--- config.mk ---
export PLATFORM = sky130hd
export DESIGN_NAME = query_string_field_splitter_core_flat
export DESIGN_NICKNAME = d
export VERILOG_FILES = /design/src/sv/qsfs_pkg.sv /design/src/sv/qsfs_if.sv /design/src/sv/query_string_field_splitter_core.sv /design/src/flat_wrapper.sv
export SDC_FILE = /design/constraint.sdc
export NUM_CORES = 1
export LEC_CHECK = 0
export BUFFER_PORTS_ARGS = -buffer_cell sky130_fd_sc_hd__buf_4
export CAP_MARGIN = 0
export CORE_MARGIN = 2
export CORE_UTILIZATION = 50
export CTS_BUF_LIST = sky130_fd_sc_hd__clkbuf_8
export DETAILED_ROUTE_END_ITERATION = 16
export PLACE_DENSITY = 0.83
export SYNTH_ARGS = -nofsm -noshare
export SYNTH_HDL_FRONTEND = slang
export SYNTH_SLANG_ARGS = --single-unit
--- constraint.sdc ---
create_clock -name clk -period 2.65 [get_ports clk]
set_clock_uncertainty 0.05 [all_clocks]
set_input_delay 0.53 -clock clk [delete_from_list [all_inputs] [get_ports clk]]
set_output_delay 0.53 -clock clk [all_outputs]
set_load 0.05 [all_outputs]
--- src/sv/qsfs_pkg.sv ---
// Package: shared types and codes of the query string field splitter.
package qsfs_pkg;

  localparam int unsigned MAX_FIELDS_DEF = 16;

  localparam logic [7:0] CH_PLUS  = 8'h2B;
  localparam logic [7:0] CH_SPACE = 8'h20;
  localparam logic [7:0] CH_QMARK = 8'h3F;
  localparam logic [7:0] CH_AMP   = 8'h26;
  localparam logic [7:0] CH_EQ    = 8'h3D;

  typedef enum logic [1:0] {
    KIND_NAME    = 2'd0,
    KIND_VALUE   = 2'd1,
    KIND_VERDICT = 2'd2,
    KIND_END     = 2'd3
  } kind_t;

  localparam logic [1:0] VER_ACCEPTED = 2'd0;
  localparam logic [1:0] VER_NO_EQ    = 2'd1;
  localparam logic [1:0] VER_EMPTY    = 2'd2;

  localparam logic [1:0] END_OK       = 2'd0;
  localparam logic [1:0] END_NO_QUERY = 2'd1;
  localparam logic [1:0] END_EMPTY    = 2'd2;
  localparam logic [1:0] END_LIMIT    = 2'd3;

  localparam logic [4:0] ACC_MAX = 5'd31;

  typedef enum logic [1:0] {
    PH_ROUTE = 2'd0,
    PH_QUERY = 2'd1,
    PH_STOP  = 2'd2,
    PH_LIMIT = 2'd3
  } phase_t;

  typedef struct packed {
    kind_t      kind;
    logic [7:0] out_byte;
    logic [1:0] code;
    logic [3:0] pair_index;
    logic [4:0] accepted_count;
    logic       last_of_run;
  } res_t;

endpackage

--- src/sv/qsfs_if.sv ---
// Interfaces: URI byte input channel and parse result channel.
interface qsfs_in_if;
  logic       valid;
  logic       ready;
  logic [7:0] uri_byte;
  logic       is_last;

  modport source (output valid, output uri_byte, output is_last, input ready);
  modport sink   (input valid, input uri_byte, input is_last, output ready);
endinterface

interface qsfs_out_if;
  logic       valid;
  logic       ready;
  logic [1:0] kind;
  logic [7:0] out_byte;
  logic [1:0] code;
  logic [3:0] pair_index;
  logic [4:0] accepted_count;
  logic       last_of_run;

  modport source (output valid, output kind, output out_byte, output code,
                  output pair_index, output accepted_count, output last_of_run,
                  input ready);
  modport sink   (input valid, input kind, input out_byte, input code,
                  input pair_index, input accepted_count, input last_of_run,
                  output ready);
endinterface

--- src/sv/query_string_field_splitter_core.sv ---
// Top level: streaming URI query string splitter.
//
// in_ch takes one URI byte per transfer, with is_last on the final byte.
// out_ch gives name/value bytes, pair verdicts and one end result per URI;
// last_of_run marks the final result caused by an input byte.
// Each input byte causes zero to three results. They are formed in the
// cycle of the input transfer and held in a three-entry result buffer,
// so the first result is valid in the cycle after its byte is taken.
// Throughput is one byte per cycle while each byte causes at most one
// result and out_ch.ready is high; several results of one byte share the
// single result port in turn, and in_ch.ready drops until the last entry leaves.
// Parse state is updated at the input transfer; after the last byte it
// returns to its reset values for the next URI.
// Reset (rst_n low, synchronous) empties the buffer and clears the state.
// When out_ch.ready is low, results hold and in_ch stalls while any
// result is still waiting in the buffer.
module query_string_field_splitter_core
  import qsfs_pkg::*;
#(
  parameter int unsigned MAX_FIELDS = MAX_FIELDS_DEF
) (
  input  logic         clk,
  input  logic         rst_n,
  qsfs_in_if.sink      in_ch,
  qsfs_out_if.source   out_ch
);

  localparam int unsigned PW = (MAX_FIELDS > 1) ? $clog2(MAX_FIELDS) : 1;
  localparam logic [PW-1:0] PAIR_LAST = PW'(MAX_FIELDS - 1);

  phase_t        phase_r, phase_nxt;
  logic          in_value_r, in_value_nxt;
  logic          value_seen_r, value_seen_nxt;
  logic [PW-1:0] pair_r, pair_nxt;
  logic [4:0]    acc_r, acc_nxt;

  res_t       buf_r [3];
  logic [1:0] cnt_r;

  logic       in_fire, out_fire;
  logic [7:0] b;
  logic       is_amp, is_eq_open, is_data;
  logic       in_value_eff, value_seen_eff;
  logic [1:0] ver_code;
  logic [4:0] acc_ver;
  phase_t     phase_ver;
  logic       pb, pv, pe;
  res_t       r_byte, r_ver, r_end;
  res_t       res [3];
  logic [1:0] n_res;
  logic [3:0] pair_out;
  logic [PW+3:0] pair_ext;

  assign b       = in_ch.uri_byte;
  assign in_fire  = in_ch.valid && in_ch.ready;
  assign out_fire = out_ch.valid && out_ch.ready;
  assign in_ch.ready = (cnt_r == 2'd0) || ((cnt_r == 2'd1) && out_ch.ready);

  assign pair_ext = {4'b0, pair_r};
  assign pair_out = pair_ext[3:0];

  // decode of the current byte against the parse state
  always_comb begin
    is_amp         = (b == CH_AMP);
    is_eq_open     = (b == CH_EQ) && !in_value_r;
    is_data        = !is_amp && !is_eq_open;
    in_value_eff   = in_value_r || is_eq_open;
    value_seen_eff = value_seen_r || (is_data && in_value_r);
    if (!in_value_eff) begin
      ver_code = VER_NO_EQ;
    end else if (!value_seen_eff) begin
      ver_code = VER_EMPTY;
    end else begin
      ver_code = VER_ACCEPTED;
    end
    acc_ver = acc_r;
    if ((ver_code == VER_ACCEPTED) && (acc_r != ACC_MAX)) begin
      acc_ver = acc_r + 5'd1;
    end
    phase_ver = (ver_code == VER_EMPTY) ? PH_STOP : PH_QUERY;
  end

  // next state
  always_comb begin
    phase_nxt      = phase_r;
    in_value_nxt   = in_value_r;
    value_seen_nxt = value_seen_r;
    pair_nxt       = pair_r;
    acc_nxt        = acc_r;
    case (phase_r)
      PH_ROUTE: begin
        if (b == CH_QMARK) begin
          phase_nxt = PH_QUERY;
        end
      end
      PH_QUERY: begin
        in_value_nxt   = in_value_eff;
        value_seen_nxt = value_seen_eff;
        if (is_amp || in_ch.is_last) begin
          phase_nxt = phase_ver;
          acc_nxt   = acc_ver;
        end
        if (is_amp && !in_ch.is_last && (phase_ver == PH_QUERY)) begin
          if (pair_r == PAIR_LAST) begin
            phase_nxt = PH_LIMIT;
          end else begin
            pair_nxt       = pair_r + PW'(1);
            in_value_nxt   = 1'b0;
            value_seen_nxt = 1'b0;
          end
        end
      end
      default: begin
      end
    endcase
    if (in_ch.is_last) begin
      phase_nxt      = PH_ROUTE;
      in_value_nxt   = 1'b0;
      value_seen_nxt = 1'b0;
      pair_nxt       = '0;
      acc_nxt        = '0;
    end
  end

  // results caused by the current byte
  always_comb begin
    pb = 1'b0;
    pv = 1'b0;
    pe = in_ch.is_last;

    r_byte                = '0;
    r_byte.kind           = in_value_r ? KIND_VALUE : KIND_NAME;
    r_byte.out_byte       = (b == CH_PLUS) ? CH_SPACE : b;
    r_byte.pair_index     = pair_out;
    r_byte.accepted_count = acc_r;

    r_ver                = '0;
    r_ver.kind           = KIND_VERDICT;
    r_ver.code           = ver_code;
    r_ver.pair_index     = pair_out;
    r_ver.accepted_count = acc_ver;

    r_end                = '0;
    r_end.kind           = KIND_END;
    r_end.pair_index     = pair_out;
    r_end.accepted_count = acc_r;
    r_end.last_of_run    = 1'b1;

    case (phase_r)
      PH_ROUTE: begin
        r_end.code = (b == CH_QMARK) ? END_EMPTY : END_NO_QUERY;
      end
      PH_QUERY: begin
        pb = is_data;
        pv = is_amp || in_ch.is_last;
        r_end.accepted_count = acc_ver;
        r_end.code           = END_OK;
      end
      PH_LIMIT: begin
        r_end.code = END_LIMIT;
      end
      default: begin
        r_end.code = END_OK;
      end
    endcase

    r_byte.last_of_run = !pv && !pe;
    r_ver.last_of_run  = !pe;

    res[0] = '0;
    res[1] = '0;
    res[2] = '0;
    if (pe) begin
      res[2'({1'b0, pb}) + 2'({1'b0, pv})] = r_end;
    end
    if (pv) begin
      res[2'({1'b0, pb})] = r_ver;
    end
    if (pb) begin
      res[0] = r_byte;
    end
    n_res = 2'({1'b0, pb}) + 2'({1'b0, pv}) + 2'({1'b0, pe});
  end

  always_ff @(posedge clk) begin
    if (!rst_n) begin
      phase_r      <= PH_ROUTE;
      in_value_r   <= 1'b0;
      value_seen_r <= 1'b0;
      pair_r       <= '0;
      acc_r        <= '0;
      cnt_r        <= 2'd0;
    end else begin
      if (in_fire) begin
        phase_r      <= phase_nxt;
        in_value_r   <= in_value_nxt;
        value_seen_r <= value_seen_nxt;
        pair_r       <= pair_nxt;
        acc_r        <= acc_nxt;
        cnt_r        <= n_res;
      end else if (out_fire) begin
        cnt_r <= cnt_r - 2'd1;
      end
    end
  end

  always_ff @(posedge clk) begin
    if (in_fire) begin
      buf_r[0] <= res[0];
      buf_r[1] <= res[1];
      buf_r[2] <= res[2];
    end else if (out_fire) begin
      buf_r[0] <= buf_r[1];
      buf_r[1] <= buf_r[2];
    end
  end

  assign out_ch.valid          = (cnt_r != 2'd0);
  assign out_ch.kind           = buf_r[0].kind;
  assign out_ch.out_byte       = buf_r[0].out_byte;
  assign out_ch.code           = buf_r[0].code;
  assign out_ch.pair_index     = buf_r[0].pair_index;
  assign out_ch.accepted_count = buf_r[0].accepted_count;
  assign out_ch.last_of_run    = buf_r[0].last_of_run;

endmodule

--- src/flat_wrapper.sv ---
// flat-port wrapper written by rule: the top's interface ports become plain ports
module query_string_field_splitter_core_flat import qsfs_pkg::*;
#(
  parameter int unsigned MAX_FIELDS = MAX_FIELDS_DEF
)
  (clk, rst_n, in_ch_valid, in_ch_uri_byte, in_ch_is_last, in_ch_ready, out_ch_valid, out_ch_kind, out_ch_out_byte, out_ch_code, out_ch_pair_index, out_ch_accepted_count, out_ch_last_of_run, out_ch_ready);
  qsfs_in_if in_ch_i ();
  qsfs_out_if out_ch_i ();
  input  logic clk;
  input  logic rst_n;
  input wire logic [$bits(in_ch_i.valid)-1:0] in_ch_valid;
  input wire logic [$bits(in_ch_i.uri_byte)-1:0] in_ch_uri_byte;
  input wire logic [$bits(in_ch_i.is_last)-1:0] in_ch_is_last;
  output wire logic [$bits(in_ch_i.ready)-1:0] in_ch_ready;
  output wire logic [$bits(out_ch_i.valid)-1:0] out_ch_valid;
  output wire logic [$bits(out_ch_i.kind)-1:0] out_ch_kind;
  output wire logic [$bits(out_ch_i.out_byte)-1:0] out_ch_out_byte;
  output wire logic [$bits(out_ch_i.code)-1:0] out_ch_code;
  output wire logic [$bits(out_ch_i.pair_index)-1:0] out_ch_pair_index;
  output wire logic [$bits(out_ch_i.accepted_count)-1:0] out_ch_accepted_count;
  output wire logic [$bits(out_ch_i.last_of_run)-1:0] out_ch_last_of_run;
  input wire logic [$bits(out_ch_i.ready)-1:0] out_ch_ready;
  assign in_ch_i.valid = in_ch_valid;
  assign in_ch_i.uri_byte = in_ch_uri_byte;
  assign in_ch_i.is_last = in_ch_is_last;
  assign in_ch_ready = in_ch_i.ready;
  assign out_ch_valid = out_ch_i.valid;
  assign out_ch_kind = out_ch_i.kind;
  assign out_ch_out_byte = out_ch_i.out_byte;
  assign out_ch_code = out_ch_i.code;
  assign out_ch_pair_index = out_ch_i.pair_index;
  assign out_ch_accepted_count = out_ch_i.accepted_count;
  assign out_ch_last_of_run = out_ch_i.last_of_run;
  assign out_ch_i.ready = out_ch_ready;
  query_string_field_splitter_core #(.MAX_FIELDS(MAX_FIELDS)) u_core (.clk(clk), .rst_n(rst_n), .in_ch(in_ch_i), .out_ch(out_ch_i));
endmodule
# Word level (Yosys, flattened, before mapping)
# Memories as Yosys holds them, arrays and structs flattened.
# Cells that the tools add are included.
[totals]
ff_bits = 15
mem_bits_rw = 66
wordCells = 117
n_memories = 1
[op_classes]
n_addsub = 5
n_lt_le_gt_ge = 4
eq_ne = 13
muxes = 49
bitwise_logic = 5
n_reduce_logical = 34
[memory_table]
columns = ["name", "depth", "width", "read_ports", "rd_ports_with_merged_regs", "write_ports", "line", "rtl"]
rows = [
  ["u_core.buf_r", 3, 22, 3, 0, 3, "query_string_field_splitter_core.sv:37", "res_t buf_r [3];"],
]
[op_table]
columns = ["cell", "n"]
rows = [
  ["66-bit two-way mux", 2],
  ["22-bit two-way mux", 5],
  ["22-bit demux with 2-bit select", 2],
  ["66-bit bitwise AND", 1],
  ["66-bit bitwise mux", 1],
  ["8-bit by 6-bit equality test with 1-bit output, second input constant", 4],
  ["5-bit two-way mux", 5],
  ["2-bit two-way mux", 11],
  ["1-bit two-way mux", 16],
  ["4-bit two-way mux", 4],
  ["1-bit logical AND", 12],
  ["2-bit nonzero test", 5],
  ["8-bit two-way mux", 1],
  ["2-bit one-hot mux with 2 select lines", 2],
  ["2-bit by 1-bit equality test with 1-bit output, second input constant", 3],
  ["3-bit greater-or-equal comparator, second input constant", 2],
  ["2-bit zero test", 3],
  ["3-bit by 1-bit < comparator with 1-bit output, second input constant", 2],
  ["3-bit AND reduction", 2],
  ["5-bit by 1-bit adder with 5-bit output, second input constant", 1],
  ["1-bit zero test", 5],
  ["5-bit inequality test, second input constant", 1],
  ["4-bit by 1-bit adder with 4-bit output, second input constant", 1],
  ["2-bit equality test, second input constant", 2],
  ["other kinds (13)", 17],
]

# Logic depth before layout (Yosys ltp)
# Gate-level depths: netlist of the first run.
[logic_depth]
ltp_word = 18
mapped_depth = 14

# Worst setup path before layout of the first run
# OpenSTA, ideal clock, no wires.
[synth_path]
path_type = "in2reg"
start = "input port in_ch_uri_byte[0]"
end = "memory u_core.buf_r[0][1] (netlist name), data pin"
t_arrival_ps = 2610
setup_slack_ps = -190
cell_stages = 11
cell_sequence = "nor4b_4 a211oi_2 a21oi_2 ha_1 and3b_1 a21oi_1 or4_4 buf_6 a21oi_2 o21ai_0 o311ai_1"
[synth_rtl]
columns = ["element", "line", "rtl"]
rows = [
  ["start, declared", "flat_wrapper.sv:12", "input wire logic [$bits(in_ch_i.uri_byte)-1:0] in_ch_uri_byte;"],
  ["end, declared", "query_string_field_splitter_core.sv:37", ""],
]

==> results_tabular.tex, run 1 <==
\begin{tabular}{lr}
\hline
Metric & Value \\
\hline
\multicolumn{2}{l}{\textbf{Synth}} \\
Synthesized cell area & roughly 3500 um\^{}2 \\
Number of warnings printed during yosys synthesis & 0 \\
Synthesis-stage register bit count & 63 \\
Synth cell types & 52 \\
Sequential area share after synthesis & approximately 50\% \\
Fraction of synthesis flops using an asynchronous set or reset pin & 0\% \\
Primary flip-flop cell chosen by synthesis mapping & edfxtp\_1 \\
Number of enable flip-flop cells after synthesis & 48 \\
Average footprint of a synthesized cell & roughly 10 um\^{}2 \\
Post-synthesis net count & between 300 and 400 \\
Instance count of the mapped netlist & roughly 340 \\
\multicolumn{2}{l}{\textbf{Die}} \\
Die area & roughly 7600 um\^{}2 \\
Count of boundary I/O pins & 37 \\
Initial Utilization & between 50\% and 60\% \\
Die X-Extent & between 80 and 90 um \\
\# rows & 30 \\
Floorplan Core Area & about 6800 um\^{}2 \\
Die Height & approximately 87 um \\
\multicolumn{2}{l}{\textbf{STA}} \\
Number of endpoints failing setup at the final stage & 0 \\
Max Slew Vio Count & 0 \\
Period utilization & a little over nine tenths \\
Relative slew slack & roughly 70\% \\
Least setup slack across all paths after layout & roughly 0.16 ns \\
Post-layout minimum cycle time & roughly 2.5 ns \\
RSZ-0062 raised after global routing & no \\
Measured slew at the worst slew-check pin & about 0.47 ns \\
Hold Violations, Final & 0 \\
Achievable clock frequency & between 0.4 and 0.5 GHz \\
Final TNS setup & 0 ns \\
\multicolumn{2}{l}{\textbf{Global routing}} \\
Residual overflow from global routing & 0 \\
Maximum number of pins on one net before global-route repair & 37 \\
Number of global-route vias before repair & 2612 \\
Global-route wire length before repair & around 12 mm \\
Antenna violations before repair & 0 \\
Global-route total usage across every layer & 21.0\% \\
\multicolumn{2}{l}{\textbf{Hold path}} \\
HP Start & in\_ch\_uri\_byte[1] \\
End point of the most critical hold path & u\_core.buf\_r[0][13] \\
Depth of the worst hold-timing path & 2 \\
Worst Hold Class & in -> reg \\
\multicolumn{2}{l}{\textbf{Drt}} \\
Routed Antenna Nets & 0 \\
Iter 0 DRT Violations & between 150 and 200 \\
Via density per instance & 5.88 \\
Vias & approximately 2700 \\
DRT Pass-1 Iters & 4 \\
DRC Markers & 0 \\
Total wire length & 7.57 mm \\
WL per Instance & 16.3 um \\
\multicolumn{2}{l}{\textbf{CTS}} \\
Number of post-CTS setup repair buffers & 0 \\
Clock sink count & between 60 and 70 \\
Clock-pin slew of the registers on the worst-case setup and hold paths & $\sim$0.070 ns \\
Root cell of the clock tree & clkbuf\_8 \\
Number of buffers added by the clock tree synthesis step & 9 \\
Latest clock arrival within the worst-skew pair & approximately 0.34 ns \\
Number of levels in the clock H-tree & 3 \\
CTS max path bufs & 2 \\
CTS tree & yes \\
\multicolumn{2}{l}{\textbf{Place}} \\
DP Worst Slack & -0.103 ns \\
GPL Wtd Cong & a little over 0.9 \\
Dpl cell area & 3850 um\^{}2 \\
Post-detailed-placement half-perimeter wirelength & roughly 5.4 mm \\
Count of input and output buffers & 36 \\
\multicolumn{2}{l}{\textbf{Worst setup path}} \\
Cell depth of the worst flop-to-flop path & 9 \\
Data required time at the worst endpoint & 2.67 ns \\
Top Family by Delay on Critical Path & simple AND/OR/NAND/NOR gates \\
Data arrival at the endpoint of the critical path & about 2.5 ns \\
Maximum fanout count along the critical path & 9 \\
Reg-to-reg slack, setup & 0.16 ns \\
Most common cell on crit path & ha\_1 \\
Sort of element at the end of the critical path & register \\
Type of the setup path with the least slack & reg -> reg \\
Category of the worst setup path launch point & register \\
Cell Chain, Critical Path & ha\_1 -> and3\_1 -> ha\_1 -> nand2b\_1 -> o32ai\_2 -> buf\_4 -> nand3\_1 -> xor2\_1 -> o221ai\_1 \\
Critical Path Max Stage Delay & roughly 0.38 ns \\
Worst flop-to-flop path startpoint & u\_core.acc\_r[1] \\
Worst R2R End & u\_core.buf\_r[0][25] \\
Highest-delay cell along the critical path & dfxtp\_1 \\
Count of buffer and inverter cells on the critical path & 1 \\
\multicolumn{2}{l}{\textbf{Final layout}} \\
Number of nets in the finished design & between 400 and 500 \\
Share of final-layout standard cells stronger than drive strength 1 & about a quarter \\
Number of antenna repair diodes & 0 \\
Signed area change from the synthesized netlist to the final layout & 15.3\% \\
Design Area, Final & between 4000 and 5000 um\^{}2 \\
\multicolumn{2}{l}{\textbf{Power}} \\
Overall power consumption & $\sim$4.2 mW \\
Cell area power density & between 1000 and 1500 nW/um\^{}2 \\
IR Drop Worst-Case VDD & between 0.5 and 0.6 mV \\
Leak Pwr & about 1.7 nW \\
\multicolumn{2}{l}{\textbf{Run}} \\
Max Cap Viol & 0 \\
\multicolumn{2}{l}{\textbf{Outcome}} \\
Status & finished, final reports clean \\
\hline
\end{tabular}
==> cell type report <==
type,instances,area [um^2]
Fill cell,555,2750
Sequential cell,63,1740
Multi-Input combinational cell,217,1430
Timing Repair Buffer,68,510
Clock buffer,9,124
Tap cell,80,100
Inverter,19,71.3
Clock inverter,7,33.8
==> per-layer routing <==
metal  vias to the layer above  part of all wire (%)  global-route usage [%]
li1                       1300                     -                       -
met1                      1330                    42                    26.0
met2                        74                    49                    33.2
met3                        19                   5.6                    5.69
met4                         0                   2.8                    11.6
met5                         -                     0                       0
==> worst register-to-register path, cell delays in order (launching register included) <==
cell and delay, ns:
dfxtp_1 0.38, ha_1 0.28, and3_1 0.21, ha_1 0.20
nand2b_1 0.20, o32ai_2 0.19, buf_4 0.24, nand3_1 0.10
xor2_1 0.22, o221ai_1 0.16
==> report_power, final <==
| group | leakage, nW | internal [mW] | switching [mW] |
|---|---|---|---|
| logic | 0.965 | 0.567 | 1.32 |
| registers | 0.605 | 1.52 | 0.105 |
| clock network | 0.0888 | 0.323 | 0.362 |
| total | 1.66 | 2.41 | 1.79 |
==> through the flow <==
| stage | cells | util (%) | hold WS, ns |
|---|---|---|---|
| floorplan | 337 | - | 0.425 |
| global placement | 447 | 57.0 | 0.439 |
| detailed placement | 447 | 57.0 | 0.450 |
| CTS | 463 | 59.3 | 0.453 |
| global route | 463 | 59.3 | 0.460 |
| finish | 463 | 59.3 | 0.461 |
==> cell families (layout without fill, tap and decap cells) <==
kind of cell / Yosys count / after routing / synth area share, %
AOI/OAI and AO/OA: 81 / 81 / 16.3
xor gates and xnor gates: 5 / 5 / 1.26
muxes: 8 / 8 / 2.30
DFF: 63 / 63 / 50.1
buffers and inverters: 57 / 103 / 8.92
adders and majority gates: 11 / 11 / 4.17
and+or+nand+nor: 112 / 112 / 16.9
==> layout by cell type (no fill, tap or decap), types with 3 or more instances in the layout <==
master	count
edfxtp_1	48
a22o_1	8
nand3_1	9
and3_1	12
a21o_1	3
and2_1	8
buf_4	68
a31oi_1	8
mux2i_1	8
nand2_1	34
dfxtp_1	14
nor2_1	17
inv_1	20
xor2_1	4
ha_1	10
a21oi_1	18
nor3_1	10
o221ai_1	3
o21ai_0	15
a22oi_1	3
a21oi_2	4
nand2b_1	5
clkbuf_8	9
nor2b_1	3
clkinv_2	3
==> flip-flops by register name (all words and copies together) (netlist names) <==
register             flops
u_core.value_seen_r      1
u_core.acc_r             5
u_core.phase_r           2
u_core.cnt_r             2
u_core.pair_out          4
u_core.buf_r            48
u_core.in_value_r        1
==> worst max-delay path by stage <==
| stage | startpoint | to | cells past startpoint |
|---|---|---|---|
| after floorplan | in_ch_uri_byte[0] | u_core.buf_r[0][1] | 11 |
| after global placement | in_ch_uri_byte[0] | u_core.buf_r[0][5] | 12 |
| after detailed placement | in_ch_uri_byte[0] | u_core.buf_r[0][5] | 12 |
| after CTS | u_core.acc_r[1] | u_core.buf_r[0][25] | 9 |
| after global routing | u_core.acc_r[1] | u_core.buf_r[0][25] | 9 |
| final | u_core.acc_r[1] | u_core.buf_r[0][25] | 9 |
==> repair_timing <==
action,CTS,global route
hold buffers,0,0
setup endpoints to repair,0,1
hold endpoints to repair,0,0
resized for setup,0,2
==> cell usage after synthesis, types with 8 or more instances <==
master    number  area (um^2)
o21ai_0       15         75.1
nor2_1        17         63.8
clkbuf_1      12         45.0
mux2i_1        8         80.1
ha_1          10          125
inv_1         19         71.3
and2_1         8         50.1
a22o_1         8         70.1
and3_1        12         75.1
dfxtp_1       15          300
buf_4         23          173
a21oi_1       18         90.1
a31oi_1        8         50.1
nand2_1       34          128
nand3_1        9         45.0
edfxtp_1      48         1440
nor3_1        10         50.1
(Power assumes the default switching activity.)
==> run 2, diff against run 1 <==
- CORE_ASPECT_RATIO: not set -> 1.1
- CTS_CLUSTER_DIAMETER: not set -> 200
==> results_tabular.tex, run 2 (same netlist as run 1, synthesis figures left out) <==
\begin{tabular}{lr}
\hline
Metric & Value \\
\hline
\multicolumn{2}{l}{\textbf{CTS}} \\
Number of levels in the clock H-tree & 3 (unchanged) \\
Latest clock arrival within the worst-skew pair & 0.36 ns (+0.02 ns) \\
Clock-pin slew of the registers on the worst-case setup and hold paths & 0.07 ns (about the same) \\
Quantity of hold-fixing buffers added after cts & 0 (unchanged) \\
Number of buffers added by the clock tree synthesis step & 9 (unchanged) \\
CTS tree & yes \\
Clock sink count & 63 (unchanged) \\
CTS max path bufs & 2 (unchanged) \\
Root cell of the clock tree & clkbuf\_8 \\
\multicolumn{2}{l}{\textbf{Global routing}} \\
GR Layer Usage met1 & 27.6\% (+1.6 points) \\
Residual overflow from global routing & 0 (unchanged) \\
Global-route wire length before repair & 13.3 mm (+8.5\%) \\
Antenna violations before repair & 0 (unchanged) \\
Most heavily used metal layer in global routing & met2 \\
Global Route met3 Usage & 4.36\% (-1.3 points) \\
Met2 Usage GRT & 36.6\% (+3.4 points) \\
Maximum number of pins on one net before global-route repair & 37 (unchanged) \\
Global-route total usage across every layer & 22.0\% (+0.94 points) \\
Number of global-route vias before repair & 2804 (+7.4\%) \\
\multicolumn{2}{l}{\textbf{Final layout}} \\
Share of final-layout standard cells stronger than drive strength 1 & 26.4\% (+2.1 points) \\
Max reg flops & 48 (unchanged) \\
Number of antenna repair diodes & 0 (unchanged) \\
Largest reg by FF count & u\_core.buf\_r \\
Number of nets in the finished design & 405 (+0.75\%) \\
Most frequent standard cell in the layout excluding fill and tap cells & buf\_4 \\
Most used cells in the layout excluding fill and tap cells & 70 x buf\_4, 48 x edfxtp\_1, 34 x nand2\_1 \\
Signed area change from the synthesized netlist to the final layout & 17.2\% \\
Design Area, Final & 4080 um\^{}2 (+1.7\%) \\
\multicolumn{2}{l}{\textbf{Drt}} \\
Vias & 2820 (+3.6\%) \\
DRC Markers & 0 (unchanged) \\
Routed Antenna Nets & 0 (unchanged) \\
DRT Pass-1 Iters & 7 (+3) \\
Via density per instance & 6.03 (+2.5\%) \\
WL per Instance & 17.5 um (+7.0\%) \\
Iter 0 DRT Violations & 346 (+98\%) \\
Total wire length & 8.19 mm (+8.2\%) \\
\multicolumn{2}{l}{\textbf{STA}} \\
Final-layout worst hold slack & 0.454 ns (-0.00626 ns) \\
Period utilization & 98.3\% (+4.3 points) \\
Achievable clock frequency & 0.384 GHz (-4.3\%) \\
Max Slew Vio Count & 0 (unchanged) \\
Post-layout minimum cycle time & 2.61 ns (+0.113 ns) \\
Number of endpoints failing setup at the final stage & 0 (unchanged) \\
RSZ-0062 raised after global routing & yes \\
Relative slew slack & 68.9\% (about the same) \\
Hold Violations, Final & 0 (unchanged) \\
Measured slew at the worst slew-check pin & 0.462 ns (-0.00362 ns) \\
\multicolumn{2}{l}{\textbf{Power}} \\
Cell Int Power & 2.44 mW (+1.2\%) \\
Overall power consumption & 4.31 mW (+2.7\%) \\
Switch Pwr & 1.87 mW (+4.6\%) \\
Power share of the sequential group & 37.9\% (-0.9 points) \\
Combinational share of power & 44.6\% (-0.3 points) \\
Clock network fraction of design power & 17.5\% (+1.2 points) \\
IR Drop Worst-Case VDD & 0.866 mV (+73\%) \\
Cell area power density & 1060 nW/um\^{}2 (+0.96\%) \\
Proportion of total power due to net switching & 43.4\% (+0.82 points) \\
Leak Pwr & 1.66 nW (+0.27\%) \\
\multicolumn{2}{l}{\textbf{Worst setup path}} \\
Category of the worst setup path launch point & register \\
Maximum fanout count along the critical path & 7 (-2) \\
Data arrival at the endpoint of the critical path & 2.77 ns (+0.25 ns) \\
Data required time at the worst endpoint & 2.82 ns (+0.15 ns) \\
Sort of element at the end of the critical path & register \\
Cell depth of the worst flop-to-flop path & 10 (+1) \\
Type of the setup path with the least slack & reg -> reg \\
\multicolumn{2}{l}{\textbf{Die}} \\
Die Height & 91.5 um (+4.7\%) \\
Die X-Extent & 83.5 um (-4.4\%) \\
Die area & 7640 um\^{}2 (about the same) \\
\# rows & 31 (+3.3\%) \\
Initial Utilization & 52.1\% (+0.66 points) \\
Floorplan Core Area & 6670 um\^{}2 (-1.3\%) \\
Count of boundary I/O pins & 37 (unchanged) \\
\multicolumn{2}{l}{\textbf{Place}} \\
Count of input and output buffers & 36 (unchanged) \\
Post-detailed-placement half-perimeter wirelength & 5.88 mm (+8.1\%) \\
GPL Wtd Cong & 0.936 (+2.4\%) \\
Dpl cell area & 3870 um\^{}2 (+0.46\%) \\
\multicolumn{2}{l}{\textbf{Hold path}} \\
Worst Hold Class & reg -> reg \\
Depth of the worst hold-timing path & 2 (unchanged) \\
\multicolumn{2}{l}{\textbf{Run}} \\
Max Cap Viol & 0 (unchanged) \\
\multicolumn{2}{l}{\textbf{Outcome}} \\
Status & finished, final reports clean \\
\hline
\end{tabular}
[run 2: changes by cell type in the layout (fill, tap and decap cells not counted), sizes merged]
| cell | previous run | this run |
|---|---|---|
| buf | 68 | 70 |
| clkinvlp | 1 | 2 |
| or4 | 1 | 2 |
| inv | 21 | 20 |
[run 2: timing repair]
action                     CTS  global route
setup buffers                0             0
gates resized for setup      0            10
setup endpoints to repair    0             7
[run 2: cell type report]
class | count | area (um^2)
Tap cell | 82 | 103
Sequential cell | 63 | 1740
Clock buffer | 9 | 124
Timing Repair Buffer | 70 | 526
Inverter | 19 | 71.3
Multi-Input combinational cell | 218 | 1460
Fill cell | 517 | 2600
Clock inverter | 7 | 47.5
[run 2: through the flow]
stage          worst slack [ns]  instances  TNS [ns]  util, %
6_report                 0.0449        468         0     61.1
5_1_grt                 -0.0392        468    -0.146     61.1
4_1_cts                  0.0793        467         0     60.5
3_5_place_dp             -0.202        451    -0.879     58.0
3_3_place_gp            -0.0339        451    -0.120     58.0
2_1_floorplan            -0.190        337    -0.783        -
[run 2: path summary, 6_finish.rpt]
check,slack [ns],endpoint,from
setup reg to reg,0.04,u_core.buf_r[0][5],u_core.phase_r[1]
setup / recovery,0.04,u_core.buf_r[0][5],u_core.phase_r[1]
hold reg to reg,0.45,u_core.cnt_r[1],u_core.cnt_r[1]
hold / removal,0.45,u_core.cnt_r[1],u_core.cnt_r[1]
[run 2: worst max-delay path: stages (launching register included)]
cell	delay, ns
dfxtp_2	0.34
inv_1	0.05
ha_1	0.20
buf_4	0.17
a21oi_4	0.13
ha_2	0.20
and3b_1	0.22
a21oi_2	0.07
or4_4	0.61
nor3_1	0.27
a221o_1	0.16
[run 2: metal layers]
metal	routed length [um]	vias up
met5	0	-
met2	4240	124
met4	195	0
met1	3190	1367
met3	562	17
li1	-	1312
[run 2: power groups by stage]
stage	logic, mW	registers, mW	clock network [mW]
6_report	1.92	1.63	0.754
5_1_grt	2.03	1.66	0.802
4_1_cts	1.88	1.64	0.746
3_5_place_dp	1.88	1.66	0
3_3_place_gp	1.83	1.63	0
2_1_floorplan	1.47	1.65	0
==> run 3, diff against run 2 <==
--- a/config.mk
+++ b/config.mk
@@ -8,11 +8,13 @@
 export BUFFER_PORTS_ARGS = -buffer_cell sky130_fd_sc_hd__buf_4
 export CAP_MARGIN = 0
+export CELL_PAD_IN_SITES_DETAIL_PLACEMENT = 0
+export CELL_PAD_IN_SITES_GLOBAL_PLACEMENT = 1
 export CORE_ASPECT_RATIO = 1.1
 export CORE_MARGIN = 2
-export CORE_UTILIZATION = 50
+export CORE_UTILIZATION = 43
 export CTS_BUF_LIST = sky130_fd_sc_hd__clkbuf_8
 export CTS_CLUSTER_DIAMETER = 200
 export DETAILED_ROUTE_END_ITERATION = 16
-export PLACE_DENSITY = 0.83
+export PLACE_DENSITY = 0.89
 export SYNTH_ARGS = -nofsm -noshare
 export SYNTH_HDL_FRONTEND = slang
==> constraint.sdc (replaced) <==
create_clock -name clk -period 2.65 [get_ports clk]
set_clock_uncertainty 0.05 [all_clocks]
set_input_delay 0.265 -clock clk [delete_from_list [all_inputs] [get_ports clk]]
set_output_delay 0.265 -clock clk [all_outputs]
set_load 0.05 [all_outputs]
==> results_tabular.tex, run 3 (same netlist as run 1, synthesis figures left out) <==
\begin{tabular}{lr}
\hline
Metric & Value \\
\hline
\multicolumn{2}{l}{\textbf{Outcome}} \\
Status & finished, final reports clean \\
\multicolumn{2}{l}{\textbf{Power}} \\
Cell area power density & 1040 nW/um\^{}2 (-1.4\%) \\
IR Drop Worst-Case VDD & 0.369 mV (-57\%) \\
Overall power consumption & 4.17 mW (-3.2\%) \\
Leak Pwr & 1.60 nW (-3.6\%) \\
\multicolumn{2}{l}{\textbf{Place}} \\
Placed Cells & 464 (+2.9\%) \\
Post-detailed-placement half-perimeter wirelength & 5.35 mm (-8.9\%) \\
GPL Wtd Cong & 0.860 (-8.1\%) \\
Count of input and output buffers & 36 (unchanged) \\
DP Worst Slack & 0.0328 ns (+0.235 ns) \\
\multicolumn{2}{l}{\textbf{CTS}} \\
Latest clock arrival within the worst-skew pair & 0.34 ns (-0.02 ns) \\
Clock-pin slew of the registers on the worst-case setup and hold paths & 0.08 ns (about the same) \\
Number of buffers added by the clock tree synthesis step & 9 (unchanged) \\
Root cell of the clock tree & clkbuf\_8 \\
Number of levels in the clock H-tree & 3 (unchanged) \\
Clock sink count & 63 (unchanged) \\
CTS max path bufs & 2 (unchanged) \\
CTS tree & yes \\
\multicolumn{2}{l}{\textbf{Worst setup path}} \\
Category of the worst setup path launch point & register \\
Most common cell on crit path & a21oi\_2 \\
Maximum fanout count along the critical path & 5 (-2) \\
Worst flop-to-flop path startpoint & u\_core.phase\_r[1] \\
Reg-to-reg slack, setup & 0.12 ns (+0.07 ns) \\
Critical Path Stages & 12 (+2) \\
Cell depth of the worst flop-to-flop path & 12 (+2) \\
Worst setup path end & u\_core.buf\_r[0][2] \\
Type of the setup path with the least slack & reg -> reg \\
Data arrival at the endpoint of the critical path & 2.63 ns (-0.14 ns) \\
Data required time at the worst endpoint & 2.75 ns (-0.07 ns) \\
Count of buffer and inverter cells on the critical path & 2 (unchanged) \\
Highest-delay cell along the critical path & or4\_4 \\
Worst R2R End & u\_core.buf\_r[0][2] \\
Start point of the critical path & u\_core.phase\_r[1] \\
Critical Path Max Stage Delay & 0.58 ns (-0.03 ns) \\
Top Family by Delay on Critical Path & simple AND/OR/NAND/NOR gates \\
Cell Chain, Critical Path & inv\_1 -> ha\_2 -> inv\_4 -> a211oi\_4 -> a21oi\_2 -> ha\_2 -> and3b\_2 -> a21oi\_2 -> or4\_4 -> a21oi\_2 -> o21ai\_0 -> o311ai\_1 \\
Sort of element at the end of the critical path & register \\
\multicolumn{2}{l}{\textbf{Drt}} \\
DRC Markers & 0 (unchanged) \\
Total wire length & 7.58 mm (-7.4\%) \\
Vias & 2661 (-5.6\%) \\
Iter 0 DRT Violations & 198 (-43\%) \\
Via density per instance & 5.52 (-8.4\%) \\
WL per Instance & 15.7 um (-10\%) \\
Routed Antenna Nets & 0 (unchanged) \\
DRT Pass-1 Iters & 4 (-3) \\
\multicolumn{2}{l}{\textbf{Die}} \\
Count of boundary I/O pins & 37 (unchanged) \\
Die Height & 98.3 um (+7.5\%) \\
Die X-Extent & 89.7 um (+7.5\%) \\
Floorplan Core Area & 7870 um\^{}2 (+18\%) \\
\# rows & 34 (+9.7\%) \\
Die area & 8820 um\^{}2 (+16\%) \\
Initial Utilization & 44.2\% (-7.9 points) \\
\multicolumn{2}{l}{\textbf{Final layout}} \\
Most used cells in the layout excluding fill and tap cells & 58 x buf\_4, 48 x edfxtp\_1, 34 x nand2\_1 \\
Fill cell instance count of the final layout & 704 (+36\%) \\
Area of the multi-input gates & 1460 um\^{}2 (-0.17\%) \\
Number of nets in the finished design & 393 (-3.0\%) \\
Most frequent standard cell in the layout excluding fill and tap cells & buf\_4 \\
Max reg flops & 48 (unchanged) \\
Post-route non-filler standard cell count & 482 (+3.0\%) \\
Number of antenna repair diodes & 0 (unchanged) \\
Signed area change from the synthesized netlist to the final layout & 15.1\% \\
Register cell area after layout & 1740 um\^{}2 (unchanged) \\
Largest reg by FF count & u\_core.buf\_r \\
Share of final-layout standard cells stronger than drive strength 1 & 23.3\% (-3.2 points) \\
\multicolumn{2}{l}{\textbf{STA}} \\
Number of endpoints failing setup at the final stage & 0 (unchanged) \\
Least setup slack across all paths after layout & 0.119 ns (+0.0740 ns) \\
Hold Violations, Final & 0 (unchanged) \\
Post-layout minimum cycle time & 2.53 ns (-0.0740 ns) \\
Period utilization & 95.5\% (-2.8 points) \\
Final-layout worst hold slack & 0.198 ns (-0.257 ns) \\
Relative slew slack & 62.6\% (-6.3 points) \\
Achievable clock frequency & 0.395 GHz (+2.9\%) \\
Measured slew at the worst slew-check pin & 0.560 ns (+0.0980 ns) \\
Max Slew Vio Count & 0 (unchanged) \\
\multicolumn{2}{l}{\textbf{Global routing}} \\
Number of global-route vias before repair & 2529 (-9.8\%) \\
Antenna violations before repair & 0 (unchanged) \\
Global-route total usage across every layer & 17.6\% (-4.4 points) \\
Residual overflow from global routing & 0 (unchanged) \\
Global-route wire length before repair & 12.3 mm (-7.7\%) \\
Maximum number of pins on one net before global-route repair & 37 (unchanged) \\
\multicolumn{2}{l}{\textbf{Hold path}} \\
Worst Hold Class & in -> reg \\
\multicolumn{2}{l}{\textbf{Run}} \\
Max Cap Viol & 0 (unchanged) \\
\hline
\end{tabular}
[run 3: cell count changes in the layout (fill, tap and decap cells not counted), moves of 2 or more]
cell	delta
o21ai_0	+2
clkinv_1	+4
buf_4	-12
a21oi_2	+2
clkinv_2	-2
o21ai_1	-2
a21oi_4	-2
[run 3: how the worst min path moves through the flow]
stage	start	cells past startpoint	slack (ns)	endpoint
floorplan	rst_n	2	0.39	u_core.acc_r[2]
global placement	u_core.cnt_r[1]	2	0.44	u_core.cnt_r[1]
detailed placement	u_core.cnt_r[1]	2	0.45	u_core.cnt_r[1]
CTS	in_ch_uri_byte[1]	2	0.19	u_core.buf_r[0][13]
global route	in_ch_uri_byte[1]	2	0.19	u_core.buf_r[0][13]
finish	in_ch_uri_byte[1]	2	0.20	u_core.buf_r[0][13]
[run 3: repair_timing]
| item | CTS | global route |
|---|---|---|
| gates resized for setup | 0 | 6 |
| buffers inserted | 0 | 1 |
| hold endpoints to repair | 0 | 0 |
| endpoints found under the setup margin | 0 | 5 |
| hold buffers | 0 | 0 |
[run 3: cell type report]
class / instances / area share (%)
Clock buffer: 9 / 3.10
Clock inverter: 7 / 0.782
Inverter: 19 / 1.84
Multi-Input combinational cell: 218 / 36.5
Sequential cell: 63 / 43.6
Tap cell: 108 / 3.38
Timing Repair Buffer: 58 / 10.9
[run 3: stage by stage]
stage	setup TNS, ns	utilization, %	area [um^2]
finish	0	50.8	4000
detailed placement	0	48.4	3810
global placement	0	48.4	3810
floorplan	-0.00396	-	3490
CTS	0	50.3	3960
global route	-0.0340	50.8	4000
[run 3: metal layers]
metal	global-route usage, %	vias up	part of all wire [%]
met5	0	-	0
li1	-	1280	-
met2	29.4	65	51
met4	7.81	0	1.2
met3	2.78	9	4.1
met1	22.7	1307	44
[run 3: where the power goes]
part / switching, mW / internal, mW / total, mW
combinational: 1.31 / 0.541 / 1.86
sequential: 0.106 / 1.52 / 1.63
clock: 0.367 / 0.321 / 0.688
total: 1.79 / 2.38 / 4.17
